$ cat config.mk
export PLATFORM = sky130hd
export DESIGN_NAME = epoch_seconds_to_calendar
export DESIGN_NICKNAME = d
export VERILOG_FILES = /design/src/rtl/core/e2c_pkg.sv /design/src/rtl/core/e2c_cmpsub.sv /design/src/rtl/core/e2c_core.sv /design/src/rtl/core/epoch_seconds_to_calendar.sv
export SDC_FILE = /design/constraint.sdc
export NUM_CORES = 1
export LEC_CHECK = 0
export BUFFER_PORTS_ARGS = -buffer_cell sky130_fd_sc_hd__buf_2
export CORE_ASPECT_RATIO = 0.8
export CORE_MARGIN = 2
export CORE_UTILIZATION = 54
export DETAILED_ROUTE_END_ITERATION = 10
export GPL_TIMING_DRIVEN = 0
export PLACE_DENSITY = 0.73
export RECOVER_POWER = 100
export SKIP_CTS_REPAIR_TIMING = 1
export SYNTH_ARGS = -nofsm -noshare
export SYNTH_HDL_FRONTEND = slang
export SYNTH_SLANG_ARGS = --single-unit
$ cat constraint.sdc
create_clock -name clk -period 17.4 [get_ports clk]
set_input_delay 2.61 -clock clk [delete_from_list [all_inputs] [get_ports clk]]
set_output_delay 2.61 -clock clk [all_outputs]
set_load 0.005 [all_outputs]
$ cat src/rtl/core/e2c_pkg.sv
package e2c_pkg;

  // working width of the remainder datapath (signed local time fits here)
  localparam int RW = 34;

  localparam int DEFAULT_BASE_YEAR = 2000;
  localparam int EPOCH_YEAR        = 1970;

  localparam int DAY_SECS  = 86400;
  localparam int HOUR_SECS = 3600;
  localparam int MIN_SECS  = 60;
  localparam int WEEK_DAYS = 7;

  // quotient bits produced by each restoring division pass
  localparam int DAY_Q_BITS  = 16;
  localparam int HOUR_Q_BITS = 5;
  localparam int MIN_Q_BITS  = 6;
  localparam int WDAY_Q_BITS = 9;

  localparam int QW = DAY_Q_BITS;
  localparam int CW = $clog2(DAY_Q_BITS);

  localparam logic [3:0] LAST_MONTH = 4'd11;
  localparam logic [3:0] FEBRUARY   = 4'd1;

  typedef enum logic [3:0] {
    ST_IDLE,
    ST_BASE,
    ST_DAYS,
    ST_YEAR,
    ST_MONTH,
    ST_HOUR,
    ST_MIN,
    ST_WDAY,
    ST_DONE
  } state_t;

  typedef struct packed {
    logic        time_ok;
    logic [11:0] calendar_year;
    logic [3:0]  month_index;
    logic [4:0]  day_of_month;
    logic [8:0]  day_of_year;
    logic [4:0]  hour_of_day;
    logic [5:0]  minute_of_hour;
    logic [5:0]  second_of_minute;
    logic [2:0]  weekday;
  } res_t;

  // every fourth year is a leap year
  function automatic logic is_leap(input logic [11:0] year);
    return (year[1:0] == 2'b00);
  endfunction

  function automatic logic [RW-1:0] year_days(input logic [11:0] year);
    return is_leap(year) ? RW'(366) : RW'(365);
  endfunction

  function automatic logic [RW-1:0] month_days(input logic [3:0] mon,
                                               input logic [11:0] year);
    logic [4:0] d;
    unique case (mon)
      4'd0, 4'd2, 4'd4, 4'd6, 4'd7, 4'd9, 4'd11: d = 5'd31;
      4'd3, 4'd5, 4'd8, 4'd10:                  d = 5'd30;
      4'd1:                                      d = is_leap(year) ? 5'd29 : 5'd28;
      default:                                   d = 5'd31;
    endcase
    return RW'(d);
  endfunction

  function automatic logic [2:0] dow_offset(input logic [3:0] mon);
    logic [2:0] t;
    unique case (mon)
      4'd0:    t = 3'd0;
      4'd1:    t = 3'd3;
      4'd2:    t = 3'd2;
      4'd3:    t = 3'd5;
      4'd4:    t = 3'd0;
      4'd5:    t = 3'd3;
      4'd6:    t = 3'd5;
      4'd7:    t = 3'd1;
      4'd8:    t = 3'd4;
      4'd9:    t = 3'd6;
      4'd10:   t = 3'd2;
      4'd11:   t = 3'd4;
      default: t = 3'd0;
    endcase
    return t;
  endfunction

  // weekday sum before the final mod 7 (years run 1969..2107)
  function automatic logic [RW-1:0] dow_sum(input logic [11:0] year,
                                            input logic [3:0]  mon,
                                            input logic [4:0]  mday);
    logic [11:0] y;
    logic [4:0]  c100;
    logic [2:0]  c400;
    logic [12:0] s;
    y    = (mon <= FEBRUARY) ? (year - 12'd1) : year;
    c100 = (y < 12'd2000) ? 5'd19 : ((y < 12'd2100) ? 5'd20 : 5'd21);
    c400 = (y < 12'd2000) ? 3'd4 : 3'd5;
    s    = {1'b0, y} + {3'b000, y[11:2]} - {8'd0, c100} + {10'd0, c400}
           + {10'd0, dow_offset(mon)} + {8'd0, mday};
    return RW'(s);
  endfunction

  // seconds from 1970 to the start of the base year
  function automatic logic [RW-1:0] base_secs(input int base_year);
    longint s;
    s = 0;
    for (int y = EPOCH_YEAR; y < base_year; y++) begin
      s += ((y % 4) == 0) ? longint'(366 * DAY_SECS) : longint'(365 * DAY_SECS);
    end
    return RW'(s);
  endfunction

endpackage

$ cat src/rtl/core/e2c_cmpsub.sv
module e2c_cmpsub #(
  parameter int W = e2c_pkg::RW
) (
  input  logic [W-1:0] a,
  input  logic [W-1:0] b,
  output logic [W-1:0] diff,
  output logic         ge
);

  logic [W:0] ext;

  // a is signed, b is never negative
  assign ext  = {a[W-1], a} - {1'b0, b};
  assign diff = ext[W-1:0];
  assign ge   = ~ext[W];

endmodule

$ cat src/rtl/core/e2c_core.sv
module e2c_core #(
  parameter int BASE_YEAR = e2c_pkg::DEFAULT_BASE_YEAR
) (
  input  logic                clk,
  input  logic                rst,
  input  logic                start,
  input  logic [31:0]         epoch_seconds,
  input  logic signed [16:0]  zone_offset_seconds,
  output logic                idle,
  output logic                res_valid,
  input  logic                res_ready,
  output e2c_pkg::res_t       res
);
  import e2c_pkg::*;

  localparam logic [RW-1:0] BASE_SECS = base_secs(BASE_YEAR);
  localparam logic [RW-1:0] DAY_DVS   = RW'(DAY_SECS) << (DAY_Q_BITS - 1);
  localparam logic [RW-1:0] HOUR_DVS  = RW'(HOUR_SECS) << (HOUR_Q_BITS - 1);
  localparam logic [RW-1:0] MIN_DVS   = RW'(MIN_SECS) << (MIN_Q_BITS - 1);
  localparam logic [RW-1:0] WDAY_DVS  = RW'(WEEK_DAYS) << (WDAY_Q_BITS - 1);

  state_t          state, state_next;
  logic [RW-1:0]   r, r_next;
  logic [RW-1:0]   dvs, dvs_next;
  logic [QW-1:0]   q, q_next;
  logic [CW-1:0]   cnt, cnt_next;
  logic [16:0]     sod, sod_next;
  res_t            res_next;

  logic [RW-1:0]   op_b;
  logic [RW-1:0]   diff;
  logic            ge;
  logic [RW-1:0]   rem_step;
  logic            last_step;

  // shared compare-subtract unit
  e2c_cmpsub #(.W(RW)) u_cmpsub (
    .a    (r),
    .b    (op_b),
    .diff (diff),
    .ge   (ge)
  );

  // operand select for the shared unit
  always_comb begin
    unique case (state)
      ST_BASE:                            op_b = BASE_SECS;
      ST_DAYS, ST_HOUR, ST_MIN, ST_WDAY:  op_b = dvs;
      ST_YEAR:                            op_b = year_days(res.calendar_year);
      ST_MONTH:  op_b = month_days(res.month_index, res.calendar_year);
      default:                            op_b = '0;
    endcase
  end

  assign rem_step  = ge ? diff : r;
  assign last_step = (cnt == '0);

  // sequencer
  always_comb begin
    state_next = state;
    r_next     = r;
    dvs_next   = dvs;
    q_next     = q;
    cnt_next   = cnt;
    sod_next   = sod;
    res_next   = res;
    idle       = 1'b0;
    res_valid  = 1'b0;

    // one restoring division step, used by the divide states
    if (state == ST_DAYS || state == ST_HOUR || state == ST_MIN || state == ST_WDAY) begin
      r_next   = rem_step;
      q_next   = {q[QW-2:0], ge};
      dvs_next = dvs >> 1;
      cnt_next = cnt - 1'b1;
    end

    unique case (state)
      ST_IDLE: begin
        idle = 1'b1;
        if (start) begin
          r_next     = {2'b00, epoch_seconds}
                       + {{(RW - 17){zone_offset_seconds[16]}}, zone_offset_seconds};
          res_next   = '0;
          state_next = ST_BASE;
        end
      end
      ST_BASE: begin
        if (ge) begin
          r_next                 = diff;
          dvs_next               = DAY_DVS;
          cnt_next               = CW'(DAY_Q_BITS - 1);
          q_next                 = '0;
          res_next.time_ok       = 1'b1;
          res_next.calendar_year = 12'(BASE_YEAR);
          state_next             = ST_DAYS;
        end else begin
          state_next = ST_DONE;
        end
      end
      ST_DAYS: begin
        if (last_step) begin
          r_next     = RW'(q_next);
          sod_next   = rem_step[16:0];
          state_next = ST_YEAR;
        end
      end
      ST_YEAR: begin
        if (ge) begin
          r_next                 = diff;
          res_next.calendar_year = res.calendar_year + 12'd1;
        end else begin
          res_next.day_of_year = r[8:0];
          state_next           = ST_MONTH;
        end
      end
      ST_MONTH: begin
        if (ge && res.month_index != LAST_MONTH) begin
          r_next               = diff;
          res_next.month_index = res.month_index + 4'd1;
        end else begin
          res_next.day_of_month = r[4:0] + 5'd1;
          r_next                = RW'(sod);
          dvs_next              = HOUR_DVS;
          cnt_next              = CW'(HOUR_Q_BITS - 1);
          q_next                = '0;
          state_next            = ST_HOUR;
        end
      end
      ST_HOUR: begin
        if (last_step) begin
          res_next.hour_of_day = q_next[HOUR_Q_BITS-1:0];
          dvs_next             = MIN_DVS;
          cnt_next             = CW'(MIN_Q_BITS - 1);
          q_next               = '0;
          state_next           = ST_MIN;
        end
      end
      ST_MIN: begin
        if (last_step) begin
          res_next.minute_of_hour   = q_next[MIN_Q_BITS-1:0];
          res_next.second_of_minute = rem_step[5:0];
          r_next     = dow_sum(res.calendar_year, res.month_index, res.day_of_month);
          dvs_next   = WDAY_DVS;
          cnt_next   = CW'(WDAY_Q_BITS - 1);
          q_next     = '0;
          state_next = ST_WDAY;
        end
      end
      ST_WDAY: begin
        if (last_step) begin
          res_next.weekday = rem_step[2:0];
          state_next       = ST_DONE;
        end
      end
      ST_DONE: begin
        res_valid = 1'b1;
        if (res_ready) begin
          state_next = ST_IDLE;
        end
      end
      default: state_next = ST_IDLE;
    endcase
  end

  // state register
  always_ff @(posedge clk) begin
    if (rst) begin
      state <= ST_IDLE;
    end else begin
      state <= state_next;
    end
  end

  // datapath registers
  always_ff @(posedge clk) begin
    r   <= r_next;
    dvs <= dvs_next;
    q   <= q_next;
    cnt <= cnt_next;
    sod <= sod_next;
    res <= res_next;
  end

endmodule

$ cat src/rtl/core/epoch_seconds_to_calendar.sv
// Local calendar date and time from a 32-bit count of seconds since 1970.
// Input channel s_axis: one beat carries the epoch seconds count. Output
// channel m_axis: one beat per input beat, tuser is the valid flag (local
// time at or after the start of BASE_YEAR), tdata the calendar fields;
// when the flag is low every tdata field is zero.
// zone_offset_seconds is written through cfg_wr_en / cfg_wr_data; the user
// must write it only while the block is idle; the block does not enforce
// this. It is added to every epoch count. Reset value is 0. A single
// compare-subtract unit runs each beat: a 16-step day split, one step per
// elapsed year, one per month (up to 12), then 5, 6 and 9 restoring steps
// for hour, minute and weekday; a time before the base year skips them all.
// s_axis_tready is high only while the sequencer is idle. The finished
// result moves into an output register, so a new beat can be taken while
// the previous result waits; a stalled receiver holds m_axis steady and
// the sequencer waits in its final state until the register frees up.
// Reset (rst, synchronous) empties the pipeline and clears the offset.
module epoch_seconds_to_calendar #(
  parameter int BASE_YEAR = e2c_pkg::DEFAULT_BASE_YEAR
) (
  input  logic        clk,
  input  logic        rst,
  input  logic        cfg_wr_en,
  input  logic [16:0] cfg_wr_data,    // zone_offset_seconds, signed
  input  logic        s_axis_tvalid,
  output logic        s_axis_tready,
  input  logic [31:0] s_axis_tdata,   // epoch_seconds
  output logic        m_axis_tvalid,
  input  logic        m_axis_tready,
  // [11:0] calendar_year, [15:12] month_index, [20:16] day_of_month,
  // [29:21] day_of_year, [34:30] hour_of_day, [40:35] minute_of_hour,
  // [46:41] second_of_minute, [49:47] weekday, [55:50] zero
  output logic [55:0] m_axis_tdata,
  output logic        m_axis_tuser    // time_ok
);
  import e2c_pkg::*;

  logic signed [16:0] zone_offset_seconds;
  logic               core_idle;
  logic               res_valid;
  logic               res_ready;
  res_t               core_res;
  res_t               out_res;
  logic               out_valid;

  // offset register
  always_ff @(posedge clk) begin
    if (rst) begin
      zone_offset_seconds <= '0;
    end else if (cfg_wr_en) begin
      zone_offset_seconds <= cfg_wr_data;
    end
  end

  e2c_core #(.BASE_YEAR(BASE_YEAR)) u_core (
    .clk                 (clk),
    .rst                 (rst),
    .start               (s_axis_tvalid & core_idle),
    .epoch_seconds       (s_axis_tdata),
    .zone_offset_seconds (zone_offset_seconds),
    .idle                (core_idle),
    .res_valid           (res_valid),
    .res_ready           (res_ready),
    .res                 (core_res)
  );

  assign s_axis_tready = core_idle;
  assign res_ready     = ~out_valid | m_axis_tready;

  // output register
  always_ff @(posedge clk) begin
    if (rst) begin
      out_valid <= 1'b0;
    end else if (res_ready) begin
      out_valid <= res_valid;
    end
  end

  always_ff @(posedge clk) begin
    if (res_ready && res_valid) begin
      out_res <= core_res;
    end
  end

  assign m_axis_tvalid = out_valid;
  assign m_axis_tuser  = out_res.time_ok;
  assign m_axis_tdata  = {6'd0, out_res.weekday, out_res.second_of_minute,
                          out_res.minute_of_hour, out_res.hour_of_day,
                          out_res.day_of_year, out_res.day_of_month,
                          out_res.month_index, out_res.calendar_year};

  // the sequencer never takes a beat while holding a finished result
  a_idle_no_result: assert property (@(posedge clk) disable iff (rst)
    s_axis_tready |-> !res_valid)
    else $error("sequencer idle with a pending result");

  // a taken beat makes the sequencer busy
  a_busy_after_accept: assert property (@(posedge clk) disable iff (rst)
    s_axis_tvalid && s_axis_tready |=> !s_axis_tready)
    else $error("sequencer still idle after taking a beat");

  // an invalid time carries all-zero fields
  a_invalid_zero: assert property (@(posedge clk) disable iff (rst)
    m_axis_tvalid && !m_axis_tuser |-> m_axis_tdata == '0)
    else $error("invalid result with nonzero fields");

  // valid results lie in their calendar ranges
  a_fields_range: assert property (@(posedge clk) disable iff (rst)
    m_axis_tvalid && m_axis_tuser |->
      out_res.month_index <= 4'd11 && out_res.day_of_month != 5'd0 &&
      out_res.hour_of_day <= 5'd23 && out_res.minute_of_hour <= 6'd59 &&
      out_res.second_of_minute <= 6'd59 && out_res.weekday <= 3'd6)
    else $error("result field out of range");

endmodule

After elaboration in Yosys (flattened, before gate mapping)
Memory sizes are Yosys's and may differ from the RTL's. A register that Yosys moved wholly into a read port is not among the register bits.
Cells that the tools add are included.
{"block": "totals", "memories": 1, "rom_bits": 48, "word_cells": 164, "register_bits": 229}
{"memory": "(name not given)", "words": 16, "word_bits": 3, "read_ports": 1, "rd_ports_with_merged_regs": 1, "write_ports": 0, "line_no": "e2c_pkg.sv:73", "rtl": "unique case (mon)"}
{"block": "classes", "addsub": 12, "n_reduce_logical": 29, "bitwise_logic": 4, "eq_ne": 25, "n_mux": 64, "order_cmp": 3}
{"op": "2-to-1 mux 34 bit", "n": 12}
{"op": "case mux 34 bit (4 select lines)", "n": 2}
{"op": "case mux 34 bit (5 select lines)", "n": 1}
{"op": "2-to-1 mux 16 bit", "n": 4}
{"op": "2-to-1 mux 4 bit", "n": 16}
{"op": "2-to-1 mux 51 bit", "n": 1}
{"op": "case mux 16 bit (3 select lines)", "n": 1}
{"op": "2-to-1 mux 12 bit", "n": 3}
{"op": "case mux 12 bit (3 select lines)", "n": 1}
{"op": "case mux 4 bit (9 select lines)", "n": 1}
{"op": "case mux 9 bit (2 select lines)", "n": 2}
{"op": "subtractor 35 x 34 -> 35 bit", "n": 1}
{"op": "adder 33 x 17 -> 34 bit", "n": 1}
{"op": "adder 13 x 3 -> 13 bit", "n": 2}
{"op": "case mux 12 bit (2 select lines)", "n": 1}
{"op": "AND reduction 3 bit", "n": 7}
{"op": "equality test 4 x 3 -> 1 bit (second input constant)", "n": 5}
{"op": "case mux 5 bit (2 select lines)", "n": 2}
{"op": "case mux 4 bit (4 select lines)", "n": 1}
{"op": "2-to-1 mux 5 bit", "n": 3}
{"op": "adder 12 x 10 -> 13 bit", "n": 1}
{"op": "adder 13 x 5 -> 13 bit", "n": 1}
{"op": "2-to-1 mux 13 bit", "n": 1}
{"op": "subtractor 13 x 5 -> 13 bit", "n": 1}
{"op": "34 further kinds", "n": 66}

Logic depth before layout (Yosys ltp)
Gate-level depths: netlist of the first run.
{"block": "logic_depth", "ltp_word": 11, "depth_mapped": 27, "mapped_depth_nobuf": 27}

Hierarchy
From an unflattened synthesis of the first run, not the netlist that was laid out.
{"block": "hier_totals", "hier_cells": 1751, "hier_area_um2": 15496.1}
{"module": "e2c_core", "instances": 1, "seq_area_each_um2": 3943.8, "cells_each": 1322, "area_per_inst_um2": 11210.8}
{"module": "epoch_seconds_to_calendar", "instances": 1, "seq_area_each_um2": 1891.8, "cells_each": 119, "area_per_inst_um2": 2243.4}
{"module": "e2c_cmpsub", "instances": 1, "seq_area_each_um2": 0.0, "cells_each": 310, "area_per_inst_um2": 2042.0}

Least setup slack after synthesis of the first run
OpenSTA, ideal clock, no wires.
{"block": "synth_timing", "kind": "register -> register", "startpoint": "reg u_core.res[35] (netlist name)", "endpoint": "reg u_core.r[12]", "period_less_slack_ns": 6.108, "slack_ns": 11.292, "arrival_ns": 5.979, "path_stages_with_launch": 28, "path_buffers": 0, "cell_sequence": "edfxtp_1 > inv_1 > ha_1 > nor2_1 > and4bb_2 > nand2b_1 > nor3_1 > nor2_1 > a2111oi_0 > nand3_1 > nand2_1 > xor2_1 > ha_1 > a21oi_1 > fa_1 > inv_1 > fa_1 > ha_1 > fa_1 > a21o_1 > a21oi_1 > nor2b_1 > o21a_1 > o41ai_1 > o21ai_0 > xnor2_1 > a221oi_1 > nand4_1"}
{"block": "synth_between", "elab_chain_len": 11, "elab_cells_between_ends": 32, "cone_classes": "add/sub: 6; order compare: 3; eq/ne: 6; mux: 14; bitwise: 1; reduce/logical: 2"}
{"element": "start: declaration", "line_no": "e2c_core.sv:12", "rtl": "output e2c_pkg::res_t res"}
{"element": "start signal: assignment", "line_no": "e2c_core.sv:182", "rtl": "res <= res_next;"}
{"element": "<= comparator 4 x 1 -> 1 bit", "line_no": "e2c_pkg.sv:99", "rtl": "y = (mon <= FEBRUARY) ? (year - 12'd1) : year;"}
{"element": "2-to-1 mux 12 bit", "line_no": "e2c_pkg.sv:99"}
{"element": "less-than comparator 12 bit", "line_no": "e2c_pkg.sv:100", "rtl": "c100 = (y < 12'd2000) ? 5'd19 : ((y < 12'd2100) ? 5'd20 : 5'd21);"}
{"element": "2-to-1 mux 1 bit", "line_no": "e2c_pkg.sv:100"}
{"element": "2-to-1 mux 5 bit", "line_no": "e2c_pkg.sv:100"}
{"element": "subtractor 13 x 5 -> 13 bit", "line_no": "e2c_pkg.sv:102", "rtl": "s = {1'b0, y} + {3'b000, y[11:2]} - {8'd0, c100} + {10'd0, c400}"}
{"element": "adder 13 x 3 -> 13 bit", "line_no": "e2c_pkg.sv:102"}
{"element": "adder 13 x 3 -> 13 bit", "line_no": "e2c_pkg.sv:103", "rtl": "+ {10'd0, dow_offset(mon)} + {8'd0, mday};"}
{"element": "adder 13 x 5 -> 13 bit", "line_no": "e2c_pkg.sv:103"}
{"element": "2-to-1 mux 34 bit", "line_no": "e2c_core.sv:140", "rtl": "if (last_step) begin"}
{"element": "case mux 34 bit (5 select lines) (*)", "line_no": "e2c_core.sv:78", "rtl": "unique case (state)"}
{"element": "net u_core.r_next[12]", "line_no": "e2c_core.sv:23", "rtl": "logic [RW-1:0] r, r_next;"}
{"element": "end signal: assignment", "line_no": "e2c_core.sv:177", "rtl": "r <= r_next;"}
{"element": "end: declaration", "line_no": "e2c_core.sv:23"}
Mark *: on every way through the listed nets, which the timed path passes. The rest lies on a longest branch.
A chain may end at the register's enable or synchronous reset.

Final worst setup path of the first run
{"block": "layout_timing", "startpoint": "reg u_core.state[1]", "endpoint": "reg u_core.res[39] (netlist name) (enable)"}
{"block": "layout_between", "elab_chain_len": 6, "elab_cells_between_ends": 18, "cone_classes": "add/sub: 1; eq/ne: 10; mux: 2; bitwise: 1; reduce/logical: 4"}
{"element": "start: declaration", "line_no": "e2c_core.sv:22", "rtl": "state_t state, state_next;"}
{"element": "start signal: assignment", "line_no": "e2c_core.sv:171", "rtl": "state <= state_next;"}
{"element": "equality test 4 x 3 -> 1 bit or equality test 4 x 2 -> 1 bit (tied branches)", "line_no": "e2c_core.sv:46", "rtl": "unique case (state)"}
{"element": "OR reduction 4 bit", "line_no": "e2c_core.sv:46"}
{"element": "case mux 34 bit (4 select lines)", "line_no": "e2c_core.sv:46"}
{"element": "subtractor 35 x 34 -> 35 bit", "line_no": "e2c_cmpsub.sv:13", "rtl": "assign ext = {a[W-1], a} - {1'b0, b};"}
{"element": "!= test 2 bit (no line)"}
{"element": "AND reduction 4 bit (no line) (*)"}
Every way passes the cells marked *; elsewhere a longest branch is shown, timed or not.

==> impl_metrics.csv, run 1 <==
group,metric,value,unit
sta,worst_pin_slew,2.27,ns
pwr,p_per_area,239,mW/mm^2
outcome,violations,"max-capacitance violations, max-slew violations",
sta,tns,0,ns
hold_path,min_path_type,"reg2reg",
outcome,outcome,"complete, but fails checks",
placed_design,post-place-cells,2154,
cells_and_area,layout.nets,1990,
route,finalWirelength,47500,um
clock_network,cts_buffers,25,
setup_path,worstPathRequired,17.59,ns
die,die_w,193,um
route,antenna_left,0,
route,drc,0,
die,rows,55,
clock_network,insertion_delay,0.55,ns
setup_path,critical_path_class,"reg2reg",
yosys,syn_area_per_cell,9.20,um^2
setup_path,critPathMaxFanout,10,
sta,max_freq,0.112,GHz
setup_path,end_kind,"flop",
pwr,power,4.07,mW
setup_path,worstPathCellList,"clkbuf_1 -> nand2b_1 -> a21oi_1 -> clkbuf_1 -> clkbuf_1 -> nand2_1 -> o221ai_1 -> ha_1 -> inv_1 -> fa_1 -> a211oi_1 -> o21ai_0 -> nand2_1 -> o221ai_1 -> o21a_4 -> nor2_1 -> clkbuf_1 -> clkbuf_1 -> clkbuf_1 -> a21oi_1 -> nor4_2 -> clkbuf_1 -> clkbuf_1",
yosys,ys_seq_elements,232,
route,num_vias,13500,
cells_and_area,layout_commonest_cell,"nand2_1",
sta,period_share,51.1,%
route,dr.first_iter.drc_count,1580,
global_routing,grt_pass1_wl,72100,um
setup_path,cpMostUsedCell,"clkbuf_1",
global_routing,grt_max_degree,43,
global_routing,antenna_found_initial,0,
placed_design,place_ws,10.08,ns
flow_run,maxCapViolCount,3,
pwr,vdd_drop_max,267,uV
global_routing,grt_pass1_vias,12600,
yosys,ys_warn_count,0,
yosys,synthArstFlopShare,0,%
setup_path,rr_startpoint,"u_core.state[1]$_SDFFE_PP0P_",
cells_and_area,final_cell_mix,"nand2_1 (186), a21oi_1 (148), nor2_1 (133)",
setup_path,worstPathArrival,9.08,ns
die,core,0.0281,mm^2
placed_design,place_congestion,0.994,
hold_path,hp-start,"u_core.res[13]$_SDFFCE_PN0P_",
clock_network,clk_path_buf_depth,3,
setup_path,regToRegSetupSlack,8.51,ns
route,vias_per_cell,6.15,
setup_path,worst_setup_path_start_kind,"flop",
yosys,synthesis.area,0.0154,mm^2
clock_network,h-tree-depth,1,
placed_design,detailedPlacementHpwl,36500,um
sta,finalHoldViolations,0,
yosys,synth-edff-count,119,
route,wl_per_cell,21.6,um
pwr,power_leakage,6.98,nW
cells_and_area,stdcell_count,2200,
die,die-area,0.0298,mm^2
yosys,ys_types,93,
die,fp.dieH,155,um
cells_and_area,fin_util,60.7,%
die,initial_core_util,54.6,%
sta,slew-limit-headroom,-51.0,%
sta,finalWorstSetupSlack,8.51,ns
yosys,synthFlopType,"edfxtp_1",
clock_network,clkSinkCount,232,
global_routing,grt_use_total,31.6,%
sta,skew,0.0176,ns
clock_network,clk_pin_slew,0.07,ns
yosys,yosysSeqAreaShare,38.0,%
placed_design,io_buffers,104,
clock_network,cts_root_buffer,"clkbuf_16",
route,first_pass_iters,6,
clock_network,cts_tree,"yes",
sta,post-route-min-period,8.89,ns
cells_and_area,n_antenna_cell,0,
die,pin_count,113,
cells_and_area,area_delta_synth_final,11.0,%
setup_path,critPathLaunch,"u_core.state[1]$_SDFFE_PP0P_",
yosys,syn_inst,1672,
setup_path,max_stage_delay,0.83,ns
sta,grt_setup_unrepaired,"no",
global_routing,grt_overflow,0,
setup_path,cpMaxStageDelayCell,"a21oi_1",
sta,setup_violations,0,
cells_and_area,layout-drive-gt1-share,9.18,%
sta,drv_slew,60,
-- cells by family after synthesis --
family                     after synthesis  synth area share (%)
AOI/OAI and AO/OA                      472                  20.0
buffers and inverters                  148                  4.35
xor gates and xnor gates                96                  5.47
other                                    1                0.0244
DFF                                    232                  38.0
and+or+nand+nor                        519                  16.1
muxes                                   79                  5.35
adders and majority gates              125                  10.8
-- worst max-delay path: cells and delay by family, from the launching register on --
kind	cells	cell delay (ns)
buffers and inverters	9	4.29
AO/OA/AOI/OAI	7	2.18
AND/OR/NAND/NOR	5	1.07
adder cells (fa/ha/maj)	2	0.65
flip-flops	1	0.34
-- path summary, 6_finish.rpt --
path,to,cells past startpoint
max,u_core.res[39]$_DFFE_PP_,23
min,m_axis_tdata[39]$_DFFE_PP_,0
max reg2reg,u_core.res[39]$_DFFE_PP_,23
min reg2reg,m_axis_tdata[39]$_DFFE_PP_,0
-- synthesized netlist by cell type (all sizes together) (6+ instances only) --
library cell	instances	share of area, %
buf	38	1.7
nand2b	18	0.73
a31oi	14	0.57
nor2b	19	0.77
inv	56	1.4
a221o	7	0.46
edfxtp	119	23
nand2	186	4.5
o21ai	94	3.1
a21o	42	2.1
dfxtp	113	15
a21oi	150	4.9
o21a	14	0.73
or3	9	0.40
a21boi	13	0.63
mux2i	63	4.1
a221oi	16	1.0
and2	32	1.3
a211oi	16	0.78
o22ai	11	0.45
fa	12	1.6
nand3	37	1.2
and3	10	0.41
nor4	8	0.33
nor2	133	3.3
o21bai	13	0.63
a211o	6	0.34
xor2	44	2.5
a22oi	7	0.34
clkbuf	53	1.3
o211ai	9	0.44
ha	113	9.2
mux2	16	1.2
o221ai	10	0.61
xnor2	52	3.0
nand4	14	0.57
nor3	23	0.90
or2	7	0.28
-- metal layers --
layer | vias to the layer above | track usage [%] | share of wire (%)
met1 | 6337 | 48.1 | 46
met4 | 0 | 6.98 | 2.4
li1 | 6385 | - | -
met5 | - | 0 | 0
met2 | 721 | 43.0 | 39
met3 | 81 | 10.6 | 13
-- through the flow --
step	cell area, um^2	hold slack (ns)
after global placement	16400	0.402
after floorplan	15400	0.400
after global routing	17100	0.426
final	17100	0.418
after CTS	17200	0.419
after detailed placement	16400	0.405
-- power by group --
group,leakage (nW),switching [mW],internal [mW],total (mW)
registers,2.06,0.119,0.763,0.882
clock network,0.390,0.230,0.300,0.530
logic,4.53,1.65,1.01,2.66
total,6.98,2.00,2.07,4.07
-- sequential cells by signal (all words and copies together), names as in the netlist, 16 cells and up, named ones only --
register             count
u_core.sod              17
m_axis_tdata            50
u_core.res              51
u_core.dvs              34
u_core.r                34
u_core.q                16
zone_offset_seconds     17
-- area by class of cell --
cell class                 instances  area (um^2)
clock buffer                      30          654
fill                            2533        11100
timing repair buffer             107          488
buffer                            91          427
tap                              370          463
multi-input combinational       1297         8840
inverter                          57          214
sequential                       232         5840
clock inverter                    16          150
Note: power is estimated with default switching activity, not from simulation.
==> run 2, diff against run 1 <==
==> constraint.sdc (replaced) <==
create_clock -name clk -period 9.2 [get_ports clk]
set_input_delay 1.38 -clock clk [delete_from_list [all_inputs] [get_ports clk]]
set_output_delay 1.38 -clock clk [all_outputs]
set_load 0.005 [all_outputs]
==> run 2 against run 1 <==
The run still ends with max-capacitance violations, max-slew violations left. Die area stayed put. Maximum frequency is 9.5% higher. Power grew 89%. Final cell count stayed put. Global-route usage did not move. Combinational power grew 89%. Worst hold slack hardly changed. First-iteration DRC count shrank 2.9%. Flip-flop and latch count did not move. Critical endpoint unchanged.
==> impl_metrics.csv, run 2 (same netlist as run 1, synthesis figures left out) <==
group,metric,value,unit
global_routing,grt_pass1_wl,72100,um
setup_path,cpMostUsedCell,"clkbuf_1",
placed_design,io_buffers,104,
setup_path,worst_setup_path_start_kind,"flop",
sta,worst_pin_slew,2.27,ns
die,initial_core_util,54.6,%
sta,tns,0,ns
setup_path,critPathMaxFanout,10,
setup_path,end_kind,"flop",
sta,drv_slew,60,
clock_network,clkSinkCount,232,
cells_and_area,layout.nets,1990,
sta,post-route-min-period,8.12,ns
sta,max_freq,0.123,GHz
sta,grt_setup_unrepaired,"no",
route,vias_per_cell,6.16,
clock_network,cts_buffers,25,
sta,finalHoldViolations,0,
clock_network,cts_root_buffer,"clkbuf_16",
route,wl_per_cell,21.6,um
sta,period_share,88.2,%
die,pin_count,113,
sta,skew,0.0195,ns
cells_and_area,largest_reg_flops,51,
placed_design,place_congestion,0.994,
setup_path,worstPathRequired,9.46,ns
cells_and_area,area_delta_synth_final,11.1,%
flow_run,maxCapViolCount,3,
cells_and_area,final_cell_mix,"nand2_1 (186), a21oi_1 (148), nor2_1 (133)",
global_routing,grt_pass1_vias,12600,
setup_path,critical_path_class,"reg2reg",
setup_path,path_delay_family,"buffers and inverters",
die,rows,55,
setup_path,worstPathCellList,"clkbuf_1 -> nand2b_1 -> a21oi_1 -> clkbuf_1 -> clkbuf_1 -> nand2_1 -> o221ai_1 -> ha_1 -> inv_1 -> fa_1 -> a211oi_1 -> o21ai_0 -> nand2_1 -> o221ai_1 -> o21a_4 -> nor2_1 -> clkbuf_1 -> clkbuf_1 -> buf_2 -> a21oi_1 -> nor4_2 -> buf_4 -> buf_6",
setup_path,critPathBufInv,9,
die,fp.dieH,155,um
cells_and_area,largest-register,"u_core.res",
sta,slew-limit-headroom,-51.1,%
setup_path,worstPathArrival,8.37,ns
cells_and_area,n_antenna_cell,0,
placed_design,detailedPlacementHpwl,36500,um
clock_network,cts_tree,"yes",
clock_network,clk_path_buf_depth,3,
route,drc,0,
global_routing,grt_overflow,0,
clock_network,h-tree-depth,1,
global_routing,antenna_found_initial,0,
clock_network,clk_pin_slew,0.07,ns
route,dr.first_iter.drc_count,1534,
route,antenna_left,0,
route,first_pass_iters,6,
route,num_vias,13600,
cells_and_area,fin_util,60.7,%
pwr,power_leakage,6.99,nW
setup_path,max_stage_delay,0.81,ns
pwr,p_per_area,452,mW/mm^2
clock_network,insertion_delay,0.55,ns
die,die_w,193,um
die,core,0.0281,mm^2
die,die-area,0.0298,mm^2
global_routing,grt_max_degree,43,
route,finalWirelength,47500,um
outcome,violations,"max-capacitance violations, max-slew violations",
cells_and_area,layout_commonest_cell,"nand2_1",
sta,setup_violations,0,
setup_path,cpMaxStageDelayCell,"a21oi_1",
pwr,vdd_drop_max,502,uV
outcome,outcome,"complete, but fails checks",
hold_path,min_path_type,"reg2reg",
global_routing,grt_use_total,31.6,%
cells_and_area,layout-drive-gt1-share,9.34,%
## run 2: final timing paths
| kind | end | from | depth (start not counted) | slack (ns) |
|---|---|---|---|---|
| worst max-delay path | u_core.res[39]$_DFFE_PP_ | u_core.state[1]$_SDFFE_PP0P_ | 23 | 1.08 |
| worst min-delay path | m_axis_tdata[39]$_DFFE_PP_ | u_core.res[13]$_SDFFCE_PN0P_ | 0 | 0.42 |
| worst min register to register | m_axis_tdata[39]$_DFFE_PP_ | u_core.res[13]$_SDFFCE_PN0P_ | 0 | 0.42 |
| worst max register to register | u_core.res[39]$_DFFE_PP_ | u_core.state[1]$_SDFFE_PP0P_ | 23 | 1.08 |
## run 2: final cells by class
type                       instances  area (um^2)
buffer                            91          424
clock buffer                      30          654
clock inverter                    16          150
fill                            2526        11100
inverter                          57          214
multi-input combinational       1297         8840
sequential                       232         5840
tap                              370          463
timing repair buffer             107          499
## run 2: stage by stage
| step | worst slack (ns) | power [mW] | instances | area (um^2) | hold slack [ns] |
|---|---|---|---|---|---|
| 3_3_place_gp | 0.430 | 6.51 | 2151 | 16400 | 0.402 |
| 2_1_floorplan | 3.09 | 5.21 | 1677 | 15400 | 0.400 |
| 3_5_place_dp | 1.88 | 6.62 | 2154 | 16400 | 0.405 |
| 5_1_grt | 0.836 | 8.26 | 2200 | 17100 | 0.426 |
| 6_report | 1.08 | 7.72 | 2200 | 17100 | 0.418 |
| 4_1_cts | 1.83 | 7.66 | 2200 | 17200 | 0.419 |
## run 2: layer usage
metal	vias up	part of all wire, %	wire length [um]	GRT usage [%]
li1	6383	-	-	-
met1	6381	46	21800	48.1
met2	711	39	18300	43.0
met3	87	13	6200	10.6
met4	0	2.3	1110	6.98
met5	-	0	0	0
## run 2: report_power, final
group          internal [mW]  switching (mW)  total [mW]  leakage [nW]
Sequential              1.44           0.227        1.67          2.06
Combinational           1.92            3.12        5.04          4.54
Clock                  0.568           0.437        1.00         0.390
==> run 3, diff against run 2 <==
--- a/config.mk
+++ b/config.mk
@@ -5,14 +5,16 @@
 export SDC_FILE = /design/constraint.sdc
 export NUM_CORES = 1
 export LEC_CHECK = 0
-export BUFFER_PORTS_ARGS = -buffer_cell sky130_fd_sc_hd__buf_2
 export CORE_ASPECT_RATIO = 0.8
 export CORE_MARGIN = 2
 export CORE_UTILIZATION = 54
+export CTS_BUF_LIST = sky130_fd_sc_hd__clkbuf_8
 export DETAILED_ROUTE_END_ITERATION = 10
+export DONT_BUFFER_PORTS = 1
 export GPL_TIMING_DRIVEN = 0
-export PLACE_DENSITY = 0.73
+export PLACE_DENSITY = 0.69
 export RECOVER_POWER = 100
+export SETUP_SLACK_MARGIN = 0.2
 export SKIP_CTS_REPAIR_TIMING = 1
 export SYNTH_ARGS = -nofsm -noshare
 export SYNTH_HDL_FRONTEND = slang
==> run 3 against run 2 <==
Wire length is 0.24% higher. First-iteration DRC count is 5.5% higher. Register-to-register slack worse by 0.48 ns. Final cell count is 3.4% lower. Clock skew is 0.00051 ns higher. Final area is 2.3% lower. Utilization is 1.4 points lower. Highest routed layer unchanged. Clock-buffer cell count is 16 higher. Sequential share of layout area is 0.80 points higher. Via count is 1.5% lower. The flow still finishes with violations (max-capacitance violations, max-slew violations). Flip-flop and latch count stayed put.
==> impl_metrics.csv, run 3 (same netlist as run 1, synthesis figures left out) <==
group,metric,value,unit
outcome,outcome,"complete, but fails checks",
outcome,violations,"max-capacitance violations, max-slew violations",
hold_path,hp-start,"u_core.res[1]$_SDFFCE_PN0P_",
sta,slew-limit-headroom,-48.0,%
placed_design,detailedPlacementHpwl,36100,um
global_routing,antenna_found_initial,0,
cells_and_area,multi_input_area,0.00886,mm^2
global_routing,grt_max_degree,40,
sta,max_freq,0.116,GHz
clock_network,insertion_delay,0.60,ns
sta,grt_setup_unrepaired,"no",
global_routing,grt_pass1_vias,12200,
setup_path,rr_startpoint,"u_core.state[1]$_SDFFE_PP0P_",
clock_network,clk_path_buf_depth,3,
die,fp.dieH,155,um
setup_path,critPathBufInv,4,
setup_path,worst_setup_path_start_kind,"flop",
clock_network,cts_tree,"yes",
clock_network,cts_buffers,42,
setup_path,worstPathCellList,"clkbuf_1 -> nand2b_1 -> a21oi_1 -> clkbuf_1 -> clkbuf_1 -> nand2_1 -> o221ai_1 -> ha_1 -> inv_1 -> fa_1 -> a211oi_1 -> o21ai_0 -> nand2_1 -> o221ai_1 -> o21a_4 -> nor3_1 -> a31oi_1 -> o21ai_0 -> or3b_1 -> a31oi_1",
route,dr.first_iter.drc_count,1619,
clock_network,clk_pin_slew,0.06,ns
setup_path,cpMostUsedCell,"clkbuf_1",
cells_and_area,final_cell_mix,"nand2_1 (186), a21oi_1 (148), nor2_1 (133)",
setup_path,reg2reg_to,"u_core.r[33]$_DFF_P_",
setup_path,worstPathRequired,9.72,ns
global_routing,grt_use_total,31.7,%
die,pin_count,113,
global_routing,top_usage_layer,"met1",
setup_path,critPathMaxFanout,10,
global_routing,grt_pass1_wl,71400,um
cells_and_area,layout_commonest_cell,"nand2_1",
route,wl_per_cell,22.4,um
cells_and_area,n_antenna_cell,0,
setup_path,max_stage_delay,1.69,ns
hold_path,min_path_type,"reg2reg",
sta,finalWorstSetupSlack,0.602,ns
clock_network,h-tree-depth,2,
global_routing,grt_use_met1,47.1,%
placed_design,io_buffers,0,
sta,finalHoldViolations,0,
setup_path,critical_path_class,"reg2reg",
clock_network,clkSinkCount,232,
route,vias_per_cell,6.29,
global_routing,grt_overflow,0,
sta,fin_hold_ws,0.413,ns
route,num_vias,13400,
setup_path,reg2reg_depth,20,
setup_path,end_kind,"flop",
cells_and_area,largest_reg_flops,51,
cells_and_area,layout.nets,1902,
sta,period_share,93.5,%
setup_path,regToRegSetupSlack,0.60,ns
sta,tns,0,ns
cells_and_area,area_delta_synth_final,8.53,%
die,core,0.0281,mm^2
hold_path,whs_path_depth,0,
cells_and_area,largest-register,"u_core.res",
sta,skew,0.0200,ns
placed_design,place_ws,1.55,ns
sta,drv_slew,51,
global_routing,grt_use_met3,11.2,%
sta,setup_violations,0,
route,antenna_left,0,
route,first_pass_iters,5,
setup_path,path_delay_family,"compound AO/OA/AOI/OAI gates",
die,rows,55,
clock_network,cts_root_buffer,"clkbuf_8",
route,drc,0,
die,initial_core_util,54.6,%
sta,worst_pin_slew,2.20,ns
setup_path,cpMaxStageDelayCell,"nor3_1",
die,die-area,0.0298,mm^2
global_routing,met2_usage,42.5,%
hold_path,hold_end,"m_axis_tdata[48]$_DFFE_PP_",
sta,post-route-min-period,8.60,ns
route,finalWirelength,47600,um
cells_and_area,layout-drive-gt1-share,7.18,%
setup_path,worstPathArrival,9.12,ns
cells_and_area,seq_area,0.00584,mm^2
placed_design,place_congestion,1.03,
cells_and_area,fillers,2477,
die,die_w,193,um
flow_run,maxCapViolCount,2,
[run 3: how the worst max path moves through the flow]
stage	startpoint	endpoint	cells after the start
2_1_floorplan	u_core.res[35]$_DFFE_PP_	u_core.r[12]$_DFF_P_	27
3_3_place_gp	u_core.state[1]$_SDFFE_PP0P_	u_core.res[44]$_DFFE_PP_	21
3_5_place_dp	u_core.state[1]$_SDFFE_PP0P_	u_core.res[44]$_DFFE_PP_	22
4_1_cts	u_core.state[1]$_SDFFE_PP0P_	u_core.res[45]$_DFFE_PP_	22
5_1_grt	u_core.state[1]$_SDFFE_PP0P_	u_core.r[33]$_DFF_P_	20
6_report	u_core.state[1]$_SDFFE_PP0P_	u_core.r[33]$_DFF_P_	20
[run 3: routing by layer]
metal / vias to the layer above / routed length [um]
met5: - / 0
met4: 0 / 1090
met3: 94 / 6080
met2: 723 / 18700
met1: 6341 / 21700
li1: 6206 / -
[run 3: area by class of cell]
type	count	area share (%)
multi-input combinational	1297	53.1
sequential	232	35.0
clock buffer	46	3.79
tap	370	2.77
buffer	91	2.51
clock inverter	31	1.54
inverter	57	1.28
timing repair buffer	2	0.0450
[run 3: through the flow]
step	area [um^2]	instances	utilization, %
floorplan	15400	1677	-
global placement	15900	2047	56.3
detailed placement	15900	2049	56.5
CTS	16800	2126	59.6
global route	16700	2126	59.3
finish	16700	2126	59.3
Power of run 3 is not shown: default switching activity piles up to over one toggle a cycle in this logic, so the estimate is an artifact.
